--- src/rtl/dtfp_pkg.sv ---
// Shared types, constants and register codes of the decimal text to fixed-point converter.
`timescale 1ns / 1ps

package dtfp_pkg;

    // Default sizing of the text and of the fraction.
    localparam int MAX_CHARS_DEF    = 256;
    localparam int MAX_DECIMALS_DEF = 18;

    // Width of the unsigned magnitude and of the pending decimal exponent.
    localparam int ACC_W = 63;
    localparam int EX_W  = 5;

    // Glyph codes that the parser recognises on its own.
    localparam logic [15:0] GLYPH_MINUS = 16'd45;
    localparam logic [15:0] GLYPH_ZERO  = 16'd48;
    localparam logic [15:0] GLYPH_NINE  = 16'd57;

    // Largest magnitude, and the largest value that may still be multiplied by ten.
    localparam logic [ACC_W-1:0] VMAX        = {ACC_W{1'b1}};
    localparam logic [ACC_W-1:0] SCALE_LIMIT = 63'd922337203685477580;

    // Register reset values.
    localparam logic [15:0] PERIOD_CHAR_RST   = 16'd46;
    localparam logic [4:0]  DECIMAL_COUNT_RST = 5'd0;
    localparam logic [63:0] RANGE_MIN_RST     = 64'h8000_0000_0000_0000;
    localparam logic [63:0] RANGE_MAX_RST     = 64'h7FFF_FFFF_FFFF_FFFF;

    // Register indexes on the configuration port.
    typedef enum logic [1:0] {
        REG_PERIOD_CHAR   = 2'd0,
        REG_DECIMAL_COUNT = 2'd1,
        REG_RANGE_MIN     = 2'd2,
        REG_RANGE_MAX     = 2'd3
    } reg_index_t;

    // Configuration registers as seen by the datapath.
    typedef struct packed {
        logic [15:0] period_char;
        logic [4:0]  decimal_count;
        logic [63:0] range_min;
        logic [63:0] range_max;
    } cfg_t;

    // One finished text travelling through the scaling pipeline.
    typedef struct packed {
        logic [ACC_W-1:0] mag;
        logic [EX_W-1:0]  ex;
        logic             neg;
        logic             modified;
        logic             is_empty;
    } token_t;

endpackage

--- src/rtl/dtfp_clamp.sv ---
// Sign, range clamp and result register of the converter.
`timescale 1ns / 1ps

module dtfp_clamp (
    input  logic               clk,
    input  logic               rst_n,
    input  dtfp_pkg::cfg_t     cfg,
    input  logic               tok_valid,
    output logic               tok_ready,
    input  dtfp_pkg::token_t   tok,
    output logic               result_valid,
    input  logic               result_stall,
    output logic signed [63:0] scaled_value,
    output logic               was_modified
);

    logic               result_valid_reg;
    logic signed [63:0] scaled_value_reg, value_next;
    logic               was_modified_reg, modified_next;
    logic signed [63:0] lo, hi, pos, negated;

    assign tok_ready    = !result_valid_reg || !result_stall;
    assign result_valid = result_valid_reg;
    assign scaled_value = scaled_value_reg;
    assign was_modified = was_modified_reg;

    always_comb
    begin
        lo      = $signed(cfg.range_min);
        hi      = $signed(cfg.range_max);
        pos     = $signed({1'b0, tok.mag});
        negated = -pos;
        modified_next = tok.modified;
        if (tok.is_empty)
        begin
            value_next    = '0;
            modified_next = 1'b0;
        end
        else if (tok.neg)
        begin
            if ((tok.mag == dtfp_pkg::VMAX) || (negated < lo))
            begin
                value_next = lo;
            end
            else
            begin
                value_next = negated;
            end
        end
        else
        begin
            value_next = (pos > hi) ? hi : pos;
        end
    end

    always_ff @(posedge clk or negedge rst_n)
    begin
        if (!rst_n)
        begin
            result_valid_reg <= 1'b0;
        end
        else if (tok_ready)
        begin
            result_valid_reg <= tok_valid;
        end
    end

    always_ff @(posedge clk)
    begin
        if (tok_ready && tok_valid)
        begin
            scaled_value_reg <= value_next;
            was_modified_reg <= modified_next;
        end
    end

endmodule

--- config.mk ---
export PLATFORM = sky130hd
export DESIGN_NAME = dtfp_clamp
export DESIGN_NICKNAME = d
export VERILOG_FILES = /design/src/rtl/dtfp_pkg.sv /design/src/rtl/dtfp_clamp.sv
export SDC_FILE = /design/constraint.sdc
export NUM_CORES = 1
export LEC_CHECK = 0
export CELL_PAD_IN_SITES_DETAIL_PLACEMENT = 1
export CELL_PAD_IN_SITES_GLOBAL_PLACEMENT = 1
export CORE_MARGIN = 2
export CORE_UTILIZATION = 43
export DETAILED_ROUTE_END_ITERATION = 7
export DONT_BUFFER_PORTS = 1
export GPL_ROUTABILITY_DRIVEN = 1
export GPL_TIMING_DRIVEN = 0
export PLACE_DENSITY = 0.77
export RECOVER_POWER = 25
export SYNTH_ARGS = -nofsm -noshare
export SYNTH_HDL_FRONTEND = slang
export SYNTH_SLANG_ARGS = --single-unit
--- constraint.sdc ---
create_clock -name clk -period 2.5 [get_ports clk]
set_input_delay 0 -clock clk [delete_from_list [all_inputs] [get_ports clk]]
set_output_delay 0 -clock clk [all_outputs]
set_load 0.005 [all_outputs]
## Word level (Yosys, flattened, before mapping)

Index checks and enable logic that the tools add are counted.

- Flip-flop bits (word level): 66
- Output and inout port bits: 67
- Logic and storage cells: 15

- Add/subtract/negate cells: 1
- Order comparisons: 2
- Equal/unequal tests: 1
- Multiplexer cells: 3
- Reductions and logical operators: 5

Operators by type and width:

| kind | number |
|---|---|
| $mux 64 | 3 |
| $gt 64x64->1 | 1 |
| $lt 64x64->1 | 1 |
| $neg 63->64 | 1 |
| $eq 63x63->1 const B | 1 |
| $logic_not 1->1 | 2 |
| $logic_or 1x1->1 | 2 |
| $logic_and 1x1->1 | 1 |

## Longest topological paths before layout

- Depth in word-level cells: 5
- Gate-level depth with buffers: 20

## Worst setup path before layout

No wires, ideal clock.

- Path kind: input to register
- Start point: input port tok[8] (netlist bit)
- End point: register scaled_value_reg[13], in the netlist scaled_value[13] (data pin)
- Arrival time: 4.285 ns
- Required time: 2.320 ns
- Path slack: -1.965 ns
- Stages on the path: 18
- Path buffers: 3
- Cells stage by stage: inv_1 > ha_1 > or4b_1 > or4b_4 > buf_6 > or4_1 > xor2_1 > ha_1 > nand4_1 > nor4_1 > nand2_1 > o21ai_0 > a21oi_1 > nand4_1 > buf_2 > buf_1 > nand3_1 > a221oi_1

- Word-level cells in the longest chain between the ends: 5

RTL lines:

| element | line | text |
|---|---|---|
| start, declared | dtfp_clamp.sv:10 | `input dtfp_pkg::token_t tok,` |
| $neg 63->64 | dtfp_clamp.sv:32 | `negated = -pos;` |
| $lt 64x64->1 | dtfp_clamp.sv:41 | `if ((tok.mag == dtfp_pkg::VMAX) \|\| (negated < lo))` |
| $logic_or 1x1->1 | dtfp_clamp.sv:41 |  |
| $mux 64 | dtfp_clamp.sv:41 |  |
| $mux 64 * | dtfp_clamp.sv:39 | `else if (tok.neg)` |
| end signal, assigned | dtfp_clamp.sv:72 | `scaled_value_reg <= value_next;` |
| end, declared | dtfp_clamp.sv:18 | `logic signed [63:0] scaled_value_reg, value_next;` |

Mark *: on every way between the ends. The rest lies on a longest branch, timed or not.
A chain may end at the register's enable or synchronous reset.

## Worst setup path after layout

- Start point: input port tok[8] (netlist bit)
- End point: register scaled_value_reg[49], in the netlist scaled_value[49] (data pin)

Same word-level chain as after synthesis.

==> impl_metrics.env <==
export IMPL_status="finished, violations left"
export IMPL_violations="setup timing"
export IMPL_ir_worst_vdd_v=0.000263
export IMPL_multiInputGateArea_sq_um=7060
export IMPL_wl_per_cell_um=27.4
export IMPL_clkPwrFrac=0.278
export IMPL_synth_area_leaders="edfxtp_1 (21%), ha_1 (17%), inv_1 (7.5%), a21oi_1 (4.8%), nand2_1 (4.3%)"
export IMPL_nFillCells=2570
export IMPL_cp_required_ns=2.65
export IMPL_comb_power_share=0.417
export IMPL_io_buffer_count=0
export IMPL_syn_avg_cell_area_sq_um=7.87
export IMPL_grt_ovfl_total=0
export IMPL_clk_latency_ns=0.35
export IMPL_vias=11000
export IMPL_cts_num_sinks=66
export IMPL_antenna_found_initial=0
export IMPL_worstHoldPathType="input pin to flop"
export IMPL_largest_reg_flops=64
export IMPL_dpl_hpwl_um=30100
export IMPL_synthArstFlopShare=0.0152
export IMPL_p_leak_nw=5.41
export IMPL_stdcell_count=1659
export IMPL_layout_drive_gt1_share=0.156
export IMPL_tns_ns=-119.12
export IMPL_grt_pass1_vias=11400
export IMPL_critical_path_arrival_ns=4.61
export IMPL_fin_crit_ns=4.46
export IMPL_dieArea_sq_um=23000
export IMPL_numCtsBuffers=9
export IMPL_cp_num_buf_inv=3
export IMPL_dp_cells=1471
export IMPL_slowest_delay_ns=0.58
export IMPL_cp_max_fo=7
export IMPL_path_class="input pin to flop"
export IMPL_drtAntennaViolNets=0
export IMPL_synth_area_sq_um=9370
export IMPL_drc=0
export IMPL_cpMostUsedCell="or4b_4"
export IMPL_drt_iter0_markers=770
export IMPL_hold_violations=0
export IMPL_p_int_mw=2.81
export IMPL_seq_power_share=0.305
export IMPL_grt_pass1_wl_um=64500
export IMPL_max_freq_ghz=0.224
export IMPL_slew_viol_final=0
export IMPL_core_area_sq_um=21600
export IMPL_gp_congestion=0.948
export IMPL_cts_tree="built"
export IMPL_clk_pin_slew_worst_paths_ns=0.06
export IMPL_synthCells=1191
export IMPL_synth_top_area_frac=0.208
export IMPL_critical_path_startpoint_type="input pin"
export IMPL_rows=54
export IMPL_fp_dieH_um=152
export IMPL_relSlewSlack=0.104
export IMPL_clock_path_buffers=2
export IMPL_synth_edff_count=65
export IMPL_skew_ns=0.00525
export IMPL_die_x_um=152
export IMPL_yosysTopAreaCell="edfxtp_1"
export IMPL_via_per_inst=6.61
export IMPL_rsz0062_at_grt="true"
export IMPL_cap_violations=0
export IMPL_setup_ws_ns=-1.96
export IMPL_nNetsFinal=1725
export IMPL_wl_um=45400
export IMPL_finish_utilization=0.582
export IMPL_crit_chain="clkinv_16 > ha_4 > or4b_4 > or4b_4 > buf_6 > nor2_4 > nand4b_1 > xor2_1 > ha_1 > nand4_1 > nor4_4 > nand2_2 > o21ai_4 > a21o_1 > nor3_4 > clkbuf_4 > or3b_1 > a311oi_2"
export IMPL_ys_warn_count=0
export IMPL_power_density_nw_per_um2=357
export IMPL_finalSetupViolations=64
export IMPL_regArea_sq_um=1980
export IMPL_first_pass_iters=5
export IMPL_p_sw_frac=0.375
export IMPL_period_share=1.78
export IMPL_ys_seq_area_frac=0.211
export IMPL_ctsHtreeMaxLevel=3
export IMPL_grt_usage=0.369
export IMPL_slowest_stage="or4b_4"
export IMPL_end_kind="flop"
export IMPL_synth_ff_type="edfxtp_1"
export IMPL_synth_nets=1543
export IMPL_cts_root_buf="clkbuf_16"
export IMPL_initial_core_util=0.433
export IMPL_critical_path_top_delay_family="simple AND/OR/NAND/NOR gates"
export IMPL_grt_max_degree=66
export IMPL_ios=291
export IMPL_syn_to_final_growth_pct=34.4
export IMPL_ys_seq_elements=66
export IMPL_power_switching_mw=1.69
export IMPL_worst_slew_pin_slew_ns=1.34
export IMPL_synth_distinct_cells=75
## cell families after synthesis
logic type	count (synthesis)	synth area share
buffers and inverters	257	0.109
adder cells (fa/ha/maj)	128	0.171
AO/OA/AOI/OAI	280	0.213
multiplexers	6	0.00708
flip-flops	66	0.211
AND/OR/NAND/NOR	394	0.233
XOR/XNOR	60	0.0561
## path summary, 6_finish.rpt
check                              from          endpoint  slack, ns  cells past startpoint
max reg2reg                result_valid  scaled_value[15]       0.74                      2
max in group asynchronous         rst_n      result_valid       2.01                      2
max                              tok[8]  scaled_value[49]      -1.96                     18
min                             cfg[37]  scaled_value[37]       0.02                      2
min in group asynchronous         rst_n      result_valid       0.38                      2
min reg2reg                result_valid      result_valid       1.13                      3
## layout by cell type (no fill, tap or decap), types with 32 or more instances in the layout
cell / n
ha_1: 125
o31a_1: 42
dlygate4sd3_1: 134
clkbuf_1: 36
nand3_1: 60
edfxtp_1: 65
nand4_1: 60
a221oi_2: 40
nor2_1: 34
buf_4: 35
inv_1: 184
xor2_1: 32
a21oi_1: 88
nand2_1: 107
## area by class of cell
type	count	share of cell area
diodes	1	0.000199
plain buffers	70	0.0405
clock buffers	12	0.0188
clock inverters	4	0.00159
inverters	187	0.0589
multi-input cells	868	0.561
flip-flops and latches	66	0.157
well taps	280	0.0278
repair buffers	171	0.135
## metal layers
layer | vias to the layer above | part of all wire | track usage
li1 | 4778 | - | -
met1 | 5397 | 0.38 | 0.435
met2 | 633 | 0.48 | 0.639
met3 | 157 | 0.088 | 0.0775
met4 | 0 | 0.046 | 0.178
met5 | - | 0 | 0
## stage by stage
| step | hold slack [ns] | power [mW] | setup slack, ns | instance area (sq um) |
|---|---|---|---|---|
| 2_1_floorplan | -0.296 | 2.35 | -1.71 | 9490 |
| 3_3_place_gp | -0.296 | 2.68 | -2.91 | 9840 |
| 3_5_place_dp | -0.296 | 2.72 | -2.94 | 9840 |
| 4_1_cts | 0.000670 | 4.23 | -1.79 | 12000 |
| 5_1_grt | 0.0266 | 4.66 | -2.05 | 12600 |
| 6_report | 0.0168 | 4.50 | -1.96 | 12600 |
## cell usage after synthesis, drive strengths merged, types with 2 or more instances
cell,n
inv,186
ha,128
nand2,108
a21oi,90
nand3,69
edfxtp,65
nand4,60
a221oi,48
clkbuf,46
o31a,42
nor2,39
nor4,35
xor2,35
xnor2,25
nor3,24
buf,23
o21ai,22
o211ai,18
a32oi,11
a211oi,10
nand4b,10
or3,10
a21o,9
or4,8
o311a,6
a311oi,5
mux2,5
nand2b,5
nor2b,5
nand3b,4
and2,3
o21a,3
or2,3
or3b,3
a31oi,2
and3,2
and4,2
o211a,2
o22ai,2
o31ai,2
or4b,2
## power groups by stage
stage / combinational, mW / sequential, mW / clock [mW]
after global placement: 1.28 / 1.40 / 0
after global routing: 2.01 / 1.38 / 1.27
after detailed placement: 1.33 / 1.39 / 0
final: 1.87 / 1.37 / 1.25
after floorplan: 0.962 / 1.38 / 0
after CTS: 1.63 / 1.37 / 1.23
## what timing repair did
action                                 CTS  global route
hold buffers                           134             0
buffers inserted                        13            17
setup endpoints to repair               64            64
gates cloned                             1             6
endpoints found under the hold margin   65             0
gates resized for setup                 89            72
pin swaps                               20            93
Power figures use the tool's default switching activity.
