===== config.mk =====
export PLATFORM = sky130hd
export DESIGN_NAME = dtfp_parse
export DESIGN_NICKNAME = d
export VERILOG_FILES = /design/src/rtl/dtfp_pkg.sv /design/src/rtl/dtfp_parse.sv
export SDC_FILE = /design/constraint.sdc
export NUM_CORES = 1
export LEC_CHECK = 0
export BUFFER_PORTS_ARGS = -buffer_cell sky130_fd_sc_hd__buf_2
export CAP_MARGIN = 20
export CORE_MARGIN = 2
export CORE_UTILIZATION = 45
export CTS_BUF_LIST = sky130_fd_sc_hd__clkbuf_8
export DETAILED_ROUTE_END_ITERATION = 10
export GPL_ROUTABILITY_DRIVEN = 0
export MAX_ROUTING_LAYER = met4
export PLACE_DENSITY_LB_ADDON = 0.08
export SLEW_MARGIN = 20
export SYNTH_ARGS = -nofsm -noshare
export SYNTH_HDL_FRONTEND = slang
export SYNTH_SLANG_ARGS = --single-unit

===== constraint.sdc =====
create_clock -name clk -period 15.99 [get_ports clk]
set_input_delay 0.7995 -clock clk [delete_from_list [all_inputs] [get_ports clk]]
set_output_delay 0.7995 -clock clk [all_outputs]
set_load 0.01 [all_outputs]

===== src/rtl/dtfp_pkg.sv =====
// Shared types, constants and register codes of the decimal text to fixed-point converter.
`timescale 1ns / 1ps

package dtfp_pkg;

    // Default sizing of the text and of the fraction.
    localparam int MAX_CHARS_DEF    = 256;
    localparam int MAX_DECIMALS_DEF = 18;

    // Width of the unsigned magnitude and of the pending decimal exponent.
    localparam int ACC_W = 63;
    localparam int EX_W  = 5;

    // Glyph codes that the parser recognises on its own.
    localparam logic [15:0] GLYPH_MINUS = 16'd45;
    localparam logic [15:0] GLYPH_ZERO  = 16'd48;
    localparam logic [15:0] GLYPH_NINE  = 16'd57;

    // Largest magnitude, and the largest value that may still be multiplied by ten.
    localparam logic [ACC_W-1:0] VMAX        = {ACC_W{1'b1}};
    localparam logic [ACC_W-1:0] SCALE_LIMIT = 63'd922337203685477580;

    // Register reset values.
    localparam logic [15:0] PERIOD_CHAR_RST   = 16'd46;
    localparam logic [4:0]  DECIMAL_COUNT_RST = 5'd0;
    localparam logic [63:0] RANGE_MIN_RST     = 64'h8000_0000_0000_0000;
    localparam logic [63:0] RANGE_MAX_RST     = 64'h7FFF_FFFF_FFFF_FFFF;

    // Register indexes on the configuration port.
    typedef enum logic [1:0] {
        REG_PERIOD_CHAR   = 2'd0,
        REG_DECIMAL_COUNT = 2'd1,
        REG_RANGE_MIN     = 2'd2,
        REG_RANGE_MAX     = 2'd3
    } reg_index_t;

    // Configuration registers as seen by the datapath.
    typedef struct packed {
        logic [15:0] period_char;
        logic [4:0]  decimal_count;
        logic [63:0] range_min;
        logic [63:0] range_max;
    } cfg_t;

    // One finished text travelling through the scaling pipeline.
    typedef struct packed {
        logic [ACC_W-1:0] mag;
        logic [EX_W-1:0]  ex;
        logic             neg;
        logic             modified;
        logic             is_empty;
    } token_t;

endpackage


===== src/rtl/dtfp_parse.sv =====
// Character parser: running accumulator, period window and launch of the finished text.
`timescale 1ns / 1ps

module dtfp_parse #(
    parameter int MAX_CHARS    = dtfp_pkg::MAX_CHARS_DEF,
    parameter int MAX_DECIMALS = dtfp_pkg::MAX_DECIMALS_DEF
) (
    input  logic             clk,
    input  logic             rst_n,
    input  dtfp_pkg::cfg_t   cfg,
    input  logic             glyph_valid,
    output logic             glyph_stall,
    input  logic [15:0]      glyph,
    input  logic             last_char,
    input  logic             empty_text,
    output logic             tok_valid,
    input  logic             tok_ready,
    output dtfp_pkg::token_t tok
);

    localparam int CIDX_W = $clog2(MAX_CHARS + 1);
    localparam int WEND_W = $clog2(MAX_CHARS + MAX_DECIMALS + 1);
    localparam int PIDX_W = (MAX_CHARS > 1) ? $clog2(MAX_CHARS) : 1;
    localparam int ACC_W  = dtfp_pkg::ACC_W;
    localparam int EX_W   = dtfp_pkg::EX_W;

    logic [ACC_W-1:0]  acc_reg,          acc_upd;
    logic [CIDX_W-1:0] char_index_reg,   ci_upd;
    logic [PIDX_W-1:0] period_pos_reg,   pp_upd;
    logic [WEND_W-1:0] window_end_reg,   wend_upd;
    logic              window_set_reg,   wset_upd;
    logic              leading_minus_reg, lm_upd;
    logic              stopped_reg,      stop_upd;
    logic              modified_reg,     mod_upd;
    logic              tok_valid_reg;
    dtfp_pkg::token_t  tok_reg, tok_next;

    logic [EX_W-1:0]    dec_eff;
    logic [ACC_W+3:0]   acc10;
    logic [WEND_W-1:0]  end_pos;
    logic [WEND_W-1:0]  ndec;
    logic               truncated;
    logic               in_ready;
    logic               accept;

    assign in_ready    = !tok_valid_reg || tok_ready;
    assign accept      = glyph_valid && in_ready;
    assign glyph_stall = !in_ready;
    assign tok_valid   = tok_valid_reg;
    assign tok         = tok_reg;

    always_comb
    begin
        dec_eff = (cfg.decimal_count > EX_W'(MAX_DECIMALS)) ? EX_W'(MAX_DECIMALS)
                                                            : cfg.decimal_count;
        acc10 = ({4'd0, acc_reg} << 3) + ({4'd0, acc_reg} << 1) + {{ACC_W{1'b0}}, glyph[3:0]};

        acc_upd  = acc_reg;
        ci_upd   = char_index_reg;
        pp_upd   = period_pos_reg;
        wend_upd = window_end_reg;
        wset_upd = window_set_reg;
        lm_upd   = leading_minus_reg;
        stop_upd = stopped_reg;
        mod_upd  = modified_reg;

        // Characters past the length limit leave the state untouched.
        if (char_index_reg < CIDX_W'(MAX_CHARS))
        begin
            ci_upd = char_index_reg + CIDX_W'(1);
            if (char_index_reg == '0)
            begin
                lm_upd = (glyph == dtfp_pkg::GLYPH_MINUS);
            end
            if (!stopped_reg && !(window_set_reg && (WEND_W'(char_index_reg) >= window_end_reg))
                && (glyph != dtfp_pkg::GLYPH_MINUS))
            begin
                if (glyph == cfg.period_char)
                begin
                    if (!window_set_reg)
                    begin
                        wset_upd = 1'b1;
                        wend_upd = WEND_W'(char_index_reg) + WEND_W'(dec_eff) + WEND_W'(1);
                    end
                    pp_upd = char_index_reg[PIDX_W-1:0];
                end
                else if (glyph inside {[dtfp_pkg::GLYPH_ZERO:dtfp_pkg::GLYPH_NINE]})
                begin
                    if (acc10 <= {4'd0, dtfp_pkg::VMAX})
                    begin
                        acc_upd = acc10[ACC_W-1:0];
                    end
                    else
                    begin
                        acc_upd  = dtfp_pkg::VMAX;
                        mod_upd  = 1'b1;
                        stop_upd = 1'b1;
                    end
                end
            end
        end

        // Decimals actually present, and whether any were dropped.
        truncated = wset_upd && (WEND_W'(ci_upd) > wend_upd);
        end_pos   = (WEND_W'(ci_upd) < wend_upd) ? WEND_W'(ci_upd) : wend_upd;
        ndec      = end_pos - WEND_W'(pp_upd) - WEND_W'(1);

        if (empty_text)
        begin
            tok_next.mag      = '0;
            tok_next.ex       = '0;
            tok_next.neg      = 1'b0;
            tok_next.modified = 1'b0;
            tok_next.is_empty = 1'b1;
        end
        else
        begin
            tok_next.mag      = acc_upd;
            tok_next.ex       = wset_upd ? (dec_eff - EX_W'(ndec)) : dec_eff;
            tok_next.neg      = lm_upd;
            tok_next.modified = mod_upd || truncated;
            tok_next.is_empty = 1'b0;
        end
    end

    always_ff @(posedge clk or negedge rst_n)
    begin
        if (!rst_n)
        begin
            acc_reg           <= '0;
            char_index_reg    <= '0;
            period_pos_reg    <= '0;
            window_end_reg    <= '1;
            window_set_reg    <= 1'b0;
            leading_minus_reg <= 1'b0;
            stopped_reg       <= 1'b0;
            modified_reg      <= 1'b0;
            tok_valid_reg     <= 1'b0;
        end
        else
        begin
            if (accept)
            begin
                if (last_char)
                begin
                    acc_reg           <= '0;
                    char_index_reg    <= '0;
                    period_pos_reg    <= '0;
                    window_end_reg    <= '1;
                    window_set_reg    <= 1'b0;
                    leading_minus_reg <= 1'b0;
                    stopped_reg       <= 1'b0;
                    modified_reg      <= 1'b0;
                end
                else
                begin
                    acc_reg           <= acc_upd;
                    char_index_reg    <= ci_upd;
                    period_pos_reg    <= pp_upd;
                    window_end_reg    <= wend_upd;
                    window_set_reg    <= wset_upd;
                    leading_minus_reg <= lm_upd;
                    stopped_reg       <= stop_upd;
                    modified_reg      <= mod_upd;
                end
            end
            if (in_ready)
            begin
                tok_valid_reg <= accept && last_char;
            end
        end
    end

    always_ff @(posedge clk)
    begin
        if (accept && last_char)
        begin
            tok_reg <= tok_next;
        end
    end

endmodule


Yosys cells after proc, flatten, opt, wreduce, memory -nomap -nowiden --
Index checks and enable logic that the tools add are counted.
Cells by class: equal/unequal tests 5, magnitude comparators 8, $add $sub $neg 8, reductions and logical operators 18, muxes and demuxes 40
Operators with widths (count):
- $mux W63 | 6
- $add A66 B64 Y67 | 1
- $add A67 B4 Y67 | 1
- $le A67 B63 Y1 const B | 1
- $mux W9 | 7
- $mux W8 | 4
- $mux W1 | 20
- $add A9 B1 Y9 const B | 2
- $eq A16 B16 Y1 | 1
- $eq A16 B6 Y1 const B | 1
- $ge A16 B6 Y1 const B | 1
- $le A16 B6 Y1 const B | 1
- $ne A16 B6 Y1 const B | 1
- $mux W5 | 3
- $sub A5 B5 Y5 | 2
- $add A9 B5 Y9 | 1
- $ge A9 B9 Y1 | 1
- $gt A9 B9 Y1 | 1
- $logic_not A9 Y1 | 1
- $lt A9 B9 Y1 | 1
- $lt A9 B9 Y1 const B | 1
- $logic_and A1 B1 Y1 | 7
- $reduce_and A6 Y1 | 1
- $reduce_bool A2 Y1 | 3
- 5 further kinds | 10
Word-level totals: bits of input ports 171, logic and storage cells 93, output and inout bits 73, bits in registers 165

Depth between registers and ports, before layout --
depth in word-level cells 14, mapped depth 27, mapped depth without buffers 27

Worst setup path after synthesis --
Ideal clock, no wire load.
path kind input -> register, from input cfg[130] (netlist name), to register tok_reg (netlist bit tok[7]) (data pin), setup slack 9716 ps, arrival time 6008 ps, stages 27, data required time 15724 ps, buffers on the path 0, setup time 266 ps, cell sequence or2_2 o21ai_0 nand2_1 ha_1 fa_1 nor2b_1 o21ai_0 nand2b_1 a21o_1 nand2_1 xor2_1 nand2_1 o21ai_0 ha_1 o21ai_0 a21oi_1 a221oi_1 mux2i_1 fa_1 inv_1 ha_1 a21o_1 a21oi_1 xnor2_1 xnor3_1 mux2i_1 nor2_1
Between the ends: word-level cells in the longest chain between the ends 14
Ends and longest elaborated chain:
- start: declaration | line dtfp_parse.sv:10 | input dtfp_pkg::cfg_t cfg,
- $gt A5 B5 Y1 | line dtfp_parse.sv:54 | dec_eff = (cfg.decimal_count > EX_W'(MAX_DECIMALS)) ? EX_W'(MAX_DECIMALS)
- $mux W5 (*) | line dtfp_parse.sv:54
- $add A9 B5 Y9 | line dtfp_parse.sv:83 | wend_upd = WEND_W'(char_index_reg) + WEND_W'(dec_eff) + WEND_W'(1);
- $add A9 B1 Y9 | line dtfp_parse.sv:83
- $mux W9 | line dtfp_parse.sv:80 | if (!window_set_reg)
- $mux W9 | line dtfp_parse.sv:78 | if (glyph == cfg.period_char)
- $mux W9 | line dtfp_parse.sv:75 | if (!stopped_reg && !(window_set_reg && (WEND_W'(char_index_reg) >= window_end_reg))
- $mux W9 | line dtfp_parse.sv:68 | if (char_index_reg < CIDX_W'(MAX_CHARS))
- $lt A9 B9 Y1 | line dtfp_parse.sv:105 | end_pos = (WEND_W'(ci_upd) < wend_upd) ? WEND_W'(ci_upd) : wend_upd;
- $mux W5 | line dtfp_parse.sv:105
- $sub A5 B5 Y5 | line dtfp_parse.sv:106 | ndec = end_pos - WEND_W'(pp_upd) - WEND_W'(1);
- $sub A5 B1 Y5 | line dtfp_parse.sv:106
- $sub A5 B5 Y5 | line dtfp_parse.sv:119 | tok_next.ex = wset_upd ? (dec_eff - EX_W'(ndec)) : dec_eff;
- $mux W5 (*) | line dtfp_parse.sv:119
- end signal: assignment | line dtfp_parse.sv:178 | tok_reg <= tok_next;
- end: declaration | line dtfp_parse.sv:36 | dtfp_pkg::token_t tok_reg, tok_next;
Mark *: on every way between the ends. The rest lies on a longest branch, timed or not. A chain may end at the register's enable or synchronous reset.

Worst setup path after layout --
from input glyph[15], to register tok_reg (netlist bit tok[7]) (data pin)
Between the ends: word-level cells in the longest chain between the ends 10, elaborated cells on any way between the ends 18, classes of those cells add/sub: 3; order compare: 1; eq/ne: 2; mux: 11; reduce/logical: 1
Ends and longest elaborated chain:
- start: declaration | line dtfp_parse.sv:13 | input logic [15:0] glyph,
- $eq A16 B16 Y1 or $ne A16 B6 Y1 (tied branches) | line dtfp_parse.sv:78, dtfp_parse.sv:76
- $mux W9 or $logic_and A1 B1 Y1 (tied branches) | line dtfp_parse.sv:78, dtfp_parse.sv:76
- $mux W9 | line dtfp_parse.sv:75
- $mux W9 | line dtfp_parse.sv:68
- $lt A9 B9 Y1 | line dtfp_parse.sv:105
- $mux W5 | line dtfp_parse.sv:105
- $sub A5 B5 Y5 | line dtfp_parse.sv:106
- $sub A5 B1 Y5 | line dtfp_parse.sv:106
- $sub A5 B5 Y5 | line dtfp_parse.sv:119
- $mux W5 (*) | line dtfp_parse.sv:119
Marks and branches as above.

==> reports/metrics.csv <==
stage,metric,value,unit
grt,antenna_found_initial,0,
finish,drive_above_1_share,0.1176,
timing,finalSetupViolCount,0,
finish,finalNonFillerCells,1965,
place,post-dp-hpwl,27190,um
timing,fmax,162.0,MHz
grt,grt_usage,0.2551,
grt,grt_max_degree,73,
pwr,leakage,6.500,nW
clocking,numCtsBuffers,17,
grt,busiest_layer,met2,
yosys,syn-num-nets,1837,
finish,final_area,0.01446,mm2
pwr,p_per_area,60.66,mW/mm2
critical_path,crit_arrival,6380,ps
clocking,htree_levels,4,
timing,clock-skew-final,27.81,ps
floorplanning,die_height,175.4,um
yosys,synth_edf_count,71,
yosys,synth_seq_cells,162,
clocking,cts-hold-fix-buffers,0,
pwr,ir_worst_vdd,0.03603,mV
clocking,cts_tree,yes,
detailed_routing,ant_nets,0,
grt,grt_first_pass_wirelength,61400,um
critical_path,worstPathRequired,16200,ps
clocking,clk_pin_slew,110,ps
finish,n_antenna_cell,0,
detailed_routing,num_vias,11800,
clocking,cts.sinks,162,
finish,fillers,2769,
floorplanning,start_util,0.4594,
floorplanning,num_rows,62,
clocking,ctsLongestPathBuffers,2,
floorplanning,core,0.02878,mm2
floorplanning,die_w,175.4,um
clocking,root_buffer,clkbuf_8,
grt,overflow,0,
place,place.port_buffers,115,
timing,rsz0062_at_grt,false,
yosys,yosysUniqueCellTypes,70,
finish,register_area,0.004420,mm2
yosys,avgSynthCellArea,8.786,um2
detailed_routing,vias_per_cell,6.004,
timing,hold_violations,0,
timing,period_share,0.3861,
critical_path,cp_max_fo,12,
grt,grtUsageMet1,0.3415,
timing,setup_tns,0,ps
clocking,cts_resized,0,
detailed_routing,totalWireLength,37480,um
yosys,yosys_warnings,0,
hold_path,hp-class,in -> async,
flow_run,drv_cap,0,
timing,min_period,6174,ps
yosys,seq_area_frac_synth,0.3343,
critical_path,start_kind,primary input,
yosys,ys.flop_type,dfrtp_1,
yosys,syn_area,0.01322,mm2
timing,slew_headroom,0.3339,
finish,multi_input_area,0.008252,mm2
grt,use_met3,0.03333,
timing,slew_viol_final,0,
detailed_routing,route.detailed.drc,0,
yosys,syn_inst,1505,
place,placed_cell_area,0.01405,mm2
detailed_routing,wl_per_cell,19.07,um
detailed_routing,firstDrtPassIters,5,
status,outcome,"complete, no violations",
clocking,cts_setup_buffers,0,
critical_path,worstSetupPathType,in -> reg,
clocking,clock_latency,510,ps
floorplanning,die_area,0.03077,mm2
detailed_routing,drt_iter0_drc,1101,
timing,worstMarginPinSlew,995.5,ps
yosys,synthArstFlopShare,0.5617,
floorplanning,ios,244,
grt,use_met2,0.4150,
place,dp.cells,1933,
finish,layout.nets,1900,
grt,grt_pass1_vias,11550,
finish,areaGrowthSynthToFinish,9.387,%
critical_path,end_kind,register,
finish,largest_register_ffs,71,
-- stage by stage --
stage | util | hold WS (ps) | power [mW] | worst slack [ps]
6_report | 0.5026 | 242.9 | 0.8774 | 9816
5_1_grt | 0.5026 | 256.9 | 0.9157 | 9408
4_1_cts | 0.5026 | 240.8 | 0.8879 | 9788
3_5_place_dp | 0.4883 | 464.4 | 0.5558 | 9298
3_3_place_gp | 0.4883 | 461.7 | 0.5538 | 9309
2_1_floorplan | - | 446.5 | 0.5178 | 9716
-- cells in the mapped netlist (8+ instances only) --
| cell | count | area share |
|---|---|---|
| nand2_1 | 162 | 0.046 |
| a221o_1 | 8 | 0.0061 |
| a21oi_1 | 111 | 0.042 |
| or3_1 | 11 | 0.0052 |
| clkbuf_1 | 63 | 0.018 |
| xnor2_1 | 49 | 0.032 |
| nor2b_1 | 9 | 0.0043 |
| nand2b_1 | 13 | 0.0062 |
| o21a_1 | 8 | 0.0045 |
| nand3_1 | 26 | 0.0098 |
| o21ai_0 | 78 | 0.030 |
| dfstp_2 | 9 | 0.018 |
| dfrtp_1 | 82 | 0.16 |
| a22oi_1 | 8 | 0.0045 |
| xor2_1 | 38 | 0.025 |
| nor4_1 | 41 | 0.019 |
| o211ai_1 | 35 | 0.020 |
| and2_1 | 10 | 0.0047 |
| nand4_1 | 27 | 0.013 |
| edfxtp_1 | 71 | 0.16 |
| ha_1 | 154 | 0.15 |
| nor2_1 | 138 | 0.039 |
| o21bai_1 | 12 | 0.0068 |
| a31oi_1 | 10 | 0.0047 |
| a311oi_1 | 31 | 0.021 |
| a211oi_1 | 39 | 0.022 |
| o31ai_1 | 9 | 0.0051 |
| a21o_1 | 24 | 0.014 |
| buf_2 | 17 | 0.0064 |
| inv_1 | 54 | 0.015 |
| nor3_1 | 35 | 0.013 |
| mux2i_1 | 18 | 0.014 |
| o21ai_1 | 25 | 0.0095 |
-- layer usage --
layer	part of all wire	vias up
met5	0	-
met2	0.47	312
met1	0.48	5705
li1	-	5740
met3	0.040	40
met4	0.012	0
-- cell usage in the layout, fill, tap and decap left out, types with 10 or more instances in the layout --
| cell | n |
|---|---|
| nor2_1 | 138 |
| o21ai_0 | 78 |
| inv_1 | 53 |
| nor3_1 | 35 |
| dfrtp_1 | 82 |
| clkbuf_8 | 19 |
| o21ai_1 | 24 |
| a31oi_1 | 10 |
| nand2_1 | 162 |
| or3_1 | 11 |
| a21oi_1 | 111 |
| nor4_1 | 40 |
| nand3_1 | 26 |
| nand2b_1 | 12 |
| a211oi_1 | 39 |
| xor2_1 | 38 |
| buf_2 | 114 |
| mux2i_1 | 18 |
| a311oi_1 | 31 |
| buf_4 | 17 |
| ha_1 | 154 |
| a21o_1 | 24 |
| o21bai_1 | 12 |
| and2_1 | 10 |
| o211ai_1 | 35 |
| xnor2_1 | 49 |
| nand4_1 | 27 |
| edfxtp_1 | 71 |
-- path summary, 6_finish.rpt --
path / from / to / slack (ps) / depth (start not counted)
hold / removal: rst_n / acc_reg[40] / 240 / 1
setup / recovery: glyph[15] / tok[7] / 9820 / 26
max in group asynchronous: rst_n / acc_reg[53] / 14550 / 2
hold reg to reg: period_pos_reg[0] / period_pos_reg[0] / 490 / 2
min in group clk: period_pos_reg[0] / period_pos_reg[0] / 490 / 2
setup reg to reg: char_index_reg[8] / tok[7] / 10390 / 23
-- where the power goes --
part	switching (mW)	internal (mW)
Clock	0.182	0.150
Sequential	0.00495	0.444
Combinational	0.0586	0.0385
Total	0.245	0.632
-- logic make-up (layout without fill, tap and decap cells) --
group,after synthesis,after routing,share of synthesized area
buf+inv,141,217,0.04362
compound gates,444,444,0.2206
fa+ha+maj,161,161,0.1563
xor+xnor,88,88,0.05933
mux,19,19,0.01448
simple gates,490,490,0.1714
flops,162,162,0.3343
-- area by class of cell --
class	instances	share of cell area
clock buffer	19	0.01808
clock inverter	13	0.01029
inverter	54	0.01401
multi-input combinational	1202	0.5705
sequential	162	0.3056
tap	384	0.03322
timing repair buffer	131	0.04827
-- critical path: stages --
cell      delay [ps]
buf_2            110
nor4_1           370
nand3_1          190
nor4_1           400
and3b_1          270
nor2b_1          140
buf_4            190
mux2_2           310
ha_1             300
nor2b_1          130
o21a_1           160
o21a_1           160
o21ai_0          160
nand2_1           70
a221oi_1         240
buf_4            220
mux2i_1          260
fa_1             440
inv_1             70
ha_1             260
a21o_1           170
a21oi_1          180
xnor2_1          140
xnor3_1          410
mux2i_1          140
nor2_1            60
Power figures use the tool's default switching activity.
